**src/hw/rtl/console_cpu_bus_with_sprite_dma_macros.svh**
```systemverilog
// Assertion macros shared by the console CPU bus RTL.
// Depends on nothing; included by the files that carry assertions.
`ifndef CONSOLE_CPU_BUS_WITH_SPRITE_DMA_MACROS_SVH
`define CONSOLE_CPU_BUS_WITH_SPRITE_DMA_MACROS_SVH

// Same-cycle implication, disabled while reset is asserted.
`define CCB_ASSERT_SAME(label, clk, rst_n, ante, cons, msg) \
    label: assert property (@(posedge clk) disable iff (!(rst_n)) (ante) |-> (cons)) \
        else $error(msg);

// Next-cycle implication, disabled while reset is asserted.
`define CCB_ASSERT_NEXT(label, clk, rst_n, ante, cons, msg) \
    label: assert property (@(posedge clk) disable iff (!(rst_n)) (ante) |=> (cons)) \
        else $error(msg);

`endif

```
**src/hw/rtl/ccb_pkg.sv**
```systemverilog
// Package for the console CPU bus: types, address map constants and decode.
// Used by ccb_exec, the top module and the testbench; depends on nothing.
`default_nettype none

package ccb_pkg;

    localparam int RAM_BYTES_DEF = 2048;
    localparam int CPU_RAM_SPAN  = 8192;
    localparam int IN_DATA_W     = 64;
    localparam int OUT_DATA_W    = 56;

    localparam logic [15:0] RAM_TOP       = 16'h1FFF;
    localparam logic [15:0] PPU_BASE      = 16'h2000;
    localparam logic [15:0] PPU_TOP       = 16'h3FFF;
    localparam logic [15:0] DMA_PAGE_ADDR = 16'h4014;
    localparam logic [15:0] PAD0_ADDR     = 16'h4016;
    localparam logic [15:0] PAD1_ADDR     = 16'h4017;
    localparam logic [7:0]  PAD_MSB       = 8'h80;
    localparam logic [2:0]  PHASE_LAST    = 3'd5;
    localparam logic [2:0]  PHASE_A       = 3'd0;
    localparam logic [2:0]  PHASE_B       = 3'd3;

    typedef enum logic [1:0] {
        OP_READ  = 2'd0,
        OP_WRITE = 2'd1,
        OP_TICK  = 2'd2,
        OP_RESET = 2'd3
    } t_op;

    typedef enum logic [2:0] {
        TGT_NONE = 3'd0,
        TGT_CART = 3'd1,
        TGT_RAM  = 3'd2,
        TGT_PPU  = 3'd3,
        TGT_PAD  = 3'd4,
        TGT_DMA  = 3'd5
    } t_target;

    typedef enum logic {
        ST_IDLE,
        ST_EXEC
    } t_state;

    typedef struct packed {
        t_op         op;
        logic [15:0] address;
        logic [7:0]  write_data;
        logic        read_only;
        logic        cart_hit;
        logic [7:0]  cart_data;
        logic [7:0]  ppu_data;
        logic [7:0]  pad0_buttons;
        logic [7:0]  pad1_buttons;
        logic        nmi_pending;
    } t_item;

    typedef struct packed {
        logic [7:0]  read_data;
        t_target     target;
        logic [2:0]  ppu_register;
        logic        cpu_step;
        logic        ppu_tick;
        logic        dma_fetch;
        logic [15:0] dma_address;
        logic        oam_write;
        logic [7:0]  oam_index;
        logic [7:0]  oam_data;
        logic        cpu_nmi;
        logic        reset_strobe;
    } t_result;

    // Priority decode of a bus address; the page register only answers writes.
    function automatic t_target f_decode(input logic [15:0] addr, input logic hit,
                                         input logic is_write);
        t_target tgt;
        begin
            tgt = TGT_NONE;
            if (hit) begin
                tgt = TGT_CART;
            end else if (addr inside {[16'h0000:RAM_TOP]}) begin
                tgt = TGT_RAM;
            end else if (addr inside {[PPU_BASE:PPU_TOP]}) begin
                tgt = TGT_PPU;
            end else if (is_write && addr == DMA_PAGE_ADDR) begin
                tgt = TGT_DMA;
            end else if (addr inside {PAD0_ADDR, PAD1_ADDR}) begin
                tgt = TGT_PAD;
            end
            return tgt;
        end
    endfunction

endpackage

`default_nettype wire

```
**src/hw/rtl/ccb_exec.sv**
```systemverilog
// Execute stage of the console CPU bus: decode, controller shifters, DMA and phase.
// Depends on ccb_pkg; drives the work RAM write port and read address.
`default_nettype none

module ccb_exec #(
    parameter int RAM_BYTES = ccb_pkg::RAM_BYTES_DEF,
    localparam int AW = $clog2(RAM_BYTES)
) (
    input  wire logic            i_clk,
    input  wire logic            i_rst_n,
    input  wire logic            i_fire,
    input  wire ccb_pkg::t_item  i_new,
    input  wire ccb_pkg::t_item  i_cur,
    input  wire logic [7:0]      i_ram_rdata,
    output logic      [AW-1:0]   o_rd_idx,
    output logic                 o_wr_en,
    output logic      [AW-1:0]   o_wr_idx,
    output logic      [7:0]      o_wr_data,
    output ccb_pkg::t_result     o_result
);

    localparam int MOD_STEPS = (ccb_pkg::CPU_RAM_SPAN + RAM_BYTES - 1) / RAM_BYTES - 1;

    logic [7:0] r_pad [2];
    logic [7:0] r_page;
    logic [7:0] r_index;
    logic [7:0] r_byte;
    logic       r_active;
    logic       r_wait;
    logic [2:0] r_phase;

    logic [7:0] n_pad [2];
    logic [7:0] n_page;
    logic [7:0] n_index;
    logic [7:0] n_byte;
    logic       n_active;
    logic       n_wait;
    logic [2:0] n_phase;

    logic [15:0]      src_addr;
    logic [15:0]      new_rd_addr;
    logic [15:0]      rd_addr;
    ccb_pkg::t_target rd_tgt;
    ccb_pkg::t_target wr_tgt;
    logic [7:0]       rd_byte;

    function automatic logic [AW-1:0] f_ram_idx(input logic [12:0] a);
        logic [13:0] v;
        begin
            v = {1'b0, a};
            for (int k = 0; k < MOD_STEPS; k++) begin
                if (v >= 14'(RAM_BYTES)) begin
                    v = v - 14'(RAM_BYTES);
                end
            end
            return v[AW-1:0];
        end
    endfunction

    assign src_addr    = {r_page, r_index};
    assign new_rd_addr = (i_new.op == ccb_pkg::OP_TICK) ? src_addr : i_new.address;
    assign o_rd_idx    = f_ram_idx(new_rd_addr[12:0]);
    assign rd_addr     = (i_cur.op == ccb_pkg::OP_TICK) ? src_addr : i_cur.address;
    assign rd_tgt      = ccb_pkg::f_decode(rd_addr, i_cur.cart_hit, 1'b0);
    assign wr_tgt      = ccb_pkg::f_decode(i_cur.address, i_cur.cart_hit, 1'b1);
    assign o_wr_idx    = f_ram_idx(i_cur.address[12:0]);
    assign o_wr_data   = i_cur.write_data;

    always_comb begin
        case (rd_tgt)
            ccb_pkg::TGT_CART: rd_byte = i_cur.cart_data;
            ccb_pkg::TGT_RAM:  rd_byte = i_ram_rdata;
            ccb_pkg::TGT_PPU:  rd_byte = i_cur.ppu_data;
            ccb_pkg::TGT_PAD:  rd_byte = {7'd0, (r_pad[rd_addr[0]] & ccb_pkg::PAD_MSB) != 8'd0};
            default:           rd_byte = 8'd0;
        endcase
    end

    always_comb begin
        n_pad    = r_pad;
        n_page   = r_page;
        n_index  = r_index;
        n_byte   = r_byte;
        n_active = r_active;
        n_wait   = r_wait;
        n_phase  = r_phase;
        o_wr_en  = 1'b0;
        o_result = '0;
        case (i_cur.op)
            ccb_pkg::OP_READ: begin
                o_result.read_data = rd_byte;
                o_result.target    = rd_tgt;
                if (rd_tgt == ccb_pkg::TGT_PPU) begin
                    o_result.ppu_register = rd_addr[2:0];
                end
                if (rd_tgt == ccb_pkg::TGT_PAD) begin
                    n_pad[rd_addr[0]] = {r_pad[rd_addr[0]][6:0], 1'b0};
                end
            end
            ccb_pkg::OP_WRITE: begin
                o_result.target = wr_tgt;
                case (wr_tgt)
                    ccb_pkg::TGT_RAM: begin
                        o_wr_en = 1'b1;
                    end
                    ccb_pkg::TGT_PPU: begin
                        o_result.ppu_register = i_cur.address[2:0];
                    end
                    ccb_pkg::TGT_DMA: begin
                        n_page   = i_cur.write_data;
                        n_index  = 8'd0;
                        n_active = 1'b1;
                    end
                    ccb_pkg::TGT_PAD: begin
                        n_pad[i_cur.address[0]] = i_cur.address[0] ? i_cur.pad1_buttons
                                                                   : i_cur.pad0_buttons;
                    end
                    default: begin
                    end
                endcase
            end
            ccb_pkg::OP_TICK: begin
                o_result.ppu_tick = 1'b1;
                o_result.cpu_nmi  = i_cur.nmi_pending;
                if (r_phase == ccb_pkg::PHASE_A || r_phase == ccb_pkg::PHASE_B) begin
                    if (!r_active) begin
                        o_result.cpu_step = 1'b1;
                    end else if (r_wait) begin
                        if (r_phase[0]) begin
                            n_wait = 1'b0;
                        end
                    end else if (!r_phase[0]) begin
                        n_byte             = rd_byte;
                        o_result.read_data = rd_byte;
                        o_result.target    = rd_tgt;
                        o_result.dma_fetch = 1'b1;
                        if (rd_tgt == ccb_pkg::TGT_PPU) begin
                            o_result.ppu_register = rd_addr[2:0];
                        end
                        if (rd_tgt == ccb_pkg::TGT_PAD) begin
                            n_pad[rd_addr[0]] = {r_pad[rd_addr[0]][6:0], 1'b0};
                        end
                    end else begin
                        o_result.oam_write = 1'b1;
                        o_result.oam_index = r_index;
                        o_result.oam_data  = r_byte;
                        n_index            = r_index + 8'd1;
                        if (r_index == 8'hFF) begin
                            n_active = 1'b0;
                            n_wait   = 1'b1;
                        end
                    end
                end
                n_phase = (r_phase == ccb_pkg::PHASE_LAST) ? 3'd0 : r_phase + 3'd1;
            end
            default: begin
                o_result.reset_strobe = 1'b1;
                n_phase               = 3'd0;
            end
        endcase
        o_result.dma_address = {n_page, n_index};
    end

    always_ff @(posedge i_clk) begin
        if (!i_rst_n) begin
            r_pad[0] <= 8'd0;
            r_pad[1] <= 8'd0;
            r_page   <= 8'd0;
            r_index  <= 8'd0;
            r_byte   <= 8'd0;
            r_active <= 1'b0;
            r_wait   <= 1'b1;
            r_phase  <= 3'd0;
        end else if (i_fire) begin
            r_pad    <= n_pad;
            r_page   <= n_page;
            r_index  <= n_index;
            r_byte   <= n_byte;
            r_active <= n_active;
            r_wait   <= n_wait;
            r_phase  <= n_phase;
        end
    end

endmodule

`default_nettype wire

```
**config.mk**
```make
export PLATFORM = sky130hd
export DESIGN_NAME = ccb_exec
export DESIGN_NICKNAME = d
export VERILOG_FILES = /design/src/hw/rtl/console_cpu_bus_with_sprite_dma_macros.svh /design/src/hw/rtl/ccb_pkg.sv /design/src/hw/rtl/ccb_exec.sv
export SDC_FILE = /design/constraint.sdc
export NUM_CORES = 1
export LEC_CHECK = 0
export BUFFER_PORTS_ARGS = -buffer_cell sky130_fd_sc_hd__buf_2
export CORE_MARGIN = 3
export CORE_UTILIZATION = 40
export CTS_CLUSTER_DIAMETER = 100
export CTS_CLUSTER_SIZE = 20
export DETAILED_ROUTE_END_ITERATION = 16
export GPL_TIMING_DRIVEN = 0
export PLACE_DENSITY = 0.84
export SYNTH_ARGS = -nofsm -noshare
export SYNTH_HDL_FRONTEND = slang
export SYNTH_SLANG_ARGS = --single-unit
```
**constraint.sdc**
```tcl
create_clock -name i_clk -period 2.37 [get_ports i_clk]
set_input_delay 0.474 -clock i_clk [delete_from_list [all_inputs] [get_ports i_clk]]
set_output_delay 0.474 -clock i_clk [all_outputs]
set_load 0.01 [all_outputs]
```
==> run_results.csv <==
group,metric,value,unit
yosys,ys_warn_count,0,
worst_setup_path,path_max_fanout,5,
yosys,ys_types,60,
timing,fin_crit,2.72,ns
finish,final_common_cell,"buf_2",
clocking,cts_root_buf,"clkbuf_8",
timing,clock_skew,0.0106,ns
clocking,cts_tree,"done",
yosys,synth_top_area_share,24.7,%
drt,wl_met2,7460,um
yosys,ys_seq_area_share,24.7,%
yosys,syn_inst,477,
worst_setup_path,end_kind,"primary output",
outcome,outcome,"complete, but fails checks",
clocking,numClockSinks,45,
yosys,synth_edf_count,0,
worst_setup_path,endpoint,"o_result[39]",
outcome,violations,"negative setup slack",
drt,dr_wl_met3,1320,um
yosys,synth_area_per_cell,7.65,um2
power_and_ir_drop,power_density,319,mW/mm2
place,place.gp.congestion,0.881,
power_and_ir_drop,power_leakage,2.74,nW
finish,diodes,0,
timing,tns,-5.25,ns
timing,slew_headroom,55.0,%
grt,grt_max_degree,16,
grt,grt_util_all_layers,25.6,%
worst_setup_path,start_kind,"primary input",
worst_setup_path,crit_required,1.90,ns
grt,antenna_found_initial,0,
clocking,clock_latency,0.32,ns
grt,gr-total-overflow,0,
timing,timing.final.crit_share,115,%
timing,setup_ws,-0.354,ns
drt,drt_iter0_markers,273,
finish,regArea,906,um2
clocking,clkSlewWorstSetupHoldPaths,0.09,ns
floorplan,die_h,102,um
yosys,synthFlopType,"dfxtp_1",
finish,final_layout_size_suffix_gt1_share,50.0,%
finish,nNetsFinal,841,
worst_setup_path,ff2ff_path_depth,11,
floorplan,start_util,41.4,%
run,maxCapViolations,0,
yosys,synthArstFlopShare,0,%
finish,fin_area,0.00571,mm2
yosys,synth_area,0.00365,mm2
drt,drc,0,
clocking,htree_num_levels,2,
drt,wire_per_inst,18.3,um
timing,worst_pin_slew,0.674,ns
worst_setup_path,r2r-start,"r_phase[0]$_SDFFE_PN0P_",
drt,routed-via-count,4641,
place,placed_cell_area,0.00467,mm2
yosys,synthesis.nets,619,
drt,firstDrtPassIters,5,
floorplan,die_x,102,um
min_path,hold_path.class,"primary input to flop",
grt,grt_pass1_vias,4179,
worst_setup_path,crit_type,"primary input to primary output",
finish,multi_input_area,0.00287,mm2
floorplan,ioPinCount,216,
worst_setup_path,critPathLaunch,"i_cur[59]",
drt,antenna_left,0,
timing,slew_viol_final,0,
worst_setup_path,reg2reg_to,"r_pad[4]$_SDFFE_PN0P_",
floorplan,row_count,34,
drt,highest_layer,"met4",
timing,finalHoldViolCount,0,
grt,grt_pass1_wl,21200,um
timing,setup_viol,29,
drt,wl,14800,um
yosys,ys_ff_latch,45,
floorplan,die_area,0.0103,mm2
clocking,cts-buffers-inserted,5,
place,dpl.hpwl,9560,um
timing,max_freq,367,MHz
place,port_buffers,165,
yosys,yosysTopAreaCell,"dfxtp_1",
worst_setup_path,critPathArrivalTime,2.25,ns
timing,rsz0062_at_grt,"true",
power_and_ir_drop,peakVddDrop,241,uV
clocking,clk_path_buf_depth,2,
floorplan,placeableCoreArea,0.00881,mm2
drt,avgViaCountPerCell,5.74,
yosys,yosys-top-cells-area,"dfxtp_1, mux2i_1, nand2_1",
worst_setup_path,r2r_slack,0.06,ns
finish,area_growth,56.5,%
finish,fill_cells,700,
clocking,hold_buffers,0,
finish,final_cell_mix,"buf_2, nand2_1, buf_4, nor2_1, dfxtp_1",
drt,met1_length,5420,um
## what timing repair did
action,in CTS,in global routing
buffers inserted,28,23
pin swaps,35,32
resized for setup,83,46
cloned,2,1
setup endpoints to repair,48,49
## registers in the layout (all words and copies together) (netlist names)
| signal | count |
|---|---|
| r_phase | 3 |
| r_index | 8 |
| r_pad | 16 |
| r_wait | 1 |
| r_active | 1 |
| r_byte | 8 |
| r_page | 8 |
## synth_stat cells, types with 7 or more instances
| library cell | number |
|---|---|
| buf_4 | 21 |
| dfxtp_1 | 45 |
| inv_1 | 11 |
| nor3_1 | 7 |
| mux2i_1 | 35 |
| clkbuf_1 | 20 |
| ha_1 | 9 |
| nand3_1 | 10 |
| mux2_2 | 19 |
| and3_1 | 19 |
| a21oi_1 | 20 |
| a22o_1 | 7 |
| nor2_1 | 49 |
| a211oi_1 | 8 |
| nand2_1 | 75 |
| o21ai_0 | 24 |
## area by class of cell
cell class                      instances  area share (%)
Inverter                               11           0.920
Sequential cell                        45            15.9
Clock inverter                          3           0.373
Timing Repair Buffer                  217            23.5
Tap cell                              108            2.37
Multi-Input combinational cell        371            50.2
Clock buffer                            5            1.21
Buffer                                 48            5.57
## per-layer routing
layer,vias up,track usage (%)
li1,2134,-
met1,2149,30.2
met2,302,46.0
met3,56,5.10
met4,0,9.00
met5,-,0
## report_power, final
group          switching (mW)  leakage [nW]  internal [mW]
sequential            0.00176         0.364          0.757
clock                   0.303        0.0445          0.210
combinational           0.290          2.34          0.259
## cells by family after synthesis
family                   Yosys count  share of synthesized area [%]
AO/OA/AOI/OAI                     92                           17.8
XOR/XNOR                           4                          0.960
adder cells (fa/ha/maj)            9                           3.09
buffers and inverters             62                           8.74
flip-flops                        45                           24.7
multiplexers                      54                           15.5
AND/OR/NAND/NOR                  211                           29.3
## stage by stage
step | utilization (%) | power [mW] | setup slack, ns | cells | hold WS [ns]
detailed placement | 53.0 | 1.16 | -0.487 | 750 | 0.453
floorplan | - | 0.990 | -0.0192 | 477 | 0.438
finish | 64.8 | 1.82 | -0.354 | 808 | 0.409
global placement | 53.0 | 1.16 | -0.480 | 750 | 0.444
global route | 64.8 | 1.89 | -0.424 | 808 | 0.422
CTS | 60.7 | 1.75 | -0.224 | 785 | 0.413
## how the worst min path moves through the flow
stage	from	endpoint	slack (ns)	cells after the start
finish	i_cur[1]	r_pad[0]$_SDFFE_PN0P_	0.41	3
global route	i_cur[1]	r_pad[0]$_SDFFE_PN0P_	0.42	3
CTS	i_cur[1]	r_pad[0]$_SDFFE_PN0P_	0.41	3
detailed placement	r_pad[5]$_SDFFE_PN0P_	r_pad[5]$_SDFFE_PN0P_	0.45	2
global placement	r_pad[5]$_SDFFE_PN0P_	r_pad[5]$_SDFFE_PN0P_	0.44	2
floorplan	r_pad[10]$_SDFFE_PN0P_	r_pad[10]$_SDFFE_PN0P_	0.44	2
## critical path, cell delays in order
cell and delay, ns:
buf_8 0.10, clkinvlp_4 0.10, ha_4 0.17, buf_8 0.12, mux2i_4 0.26, nand3_2 0.15, nor2_1 0.33, nand4b_1 0.18
a31oi_1 0.18, buf_2 0.17
No activity file was read; power rests on OpenSTA's default activity.
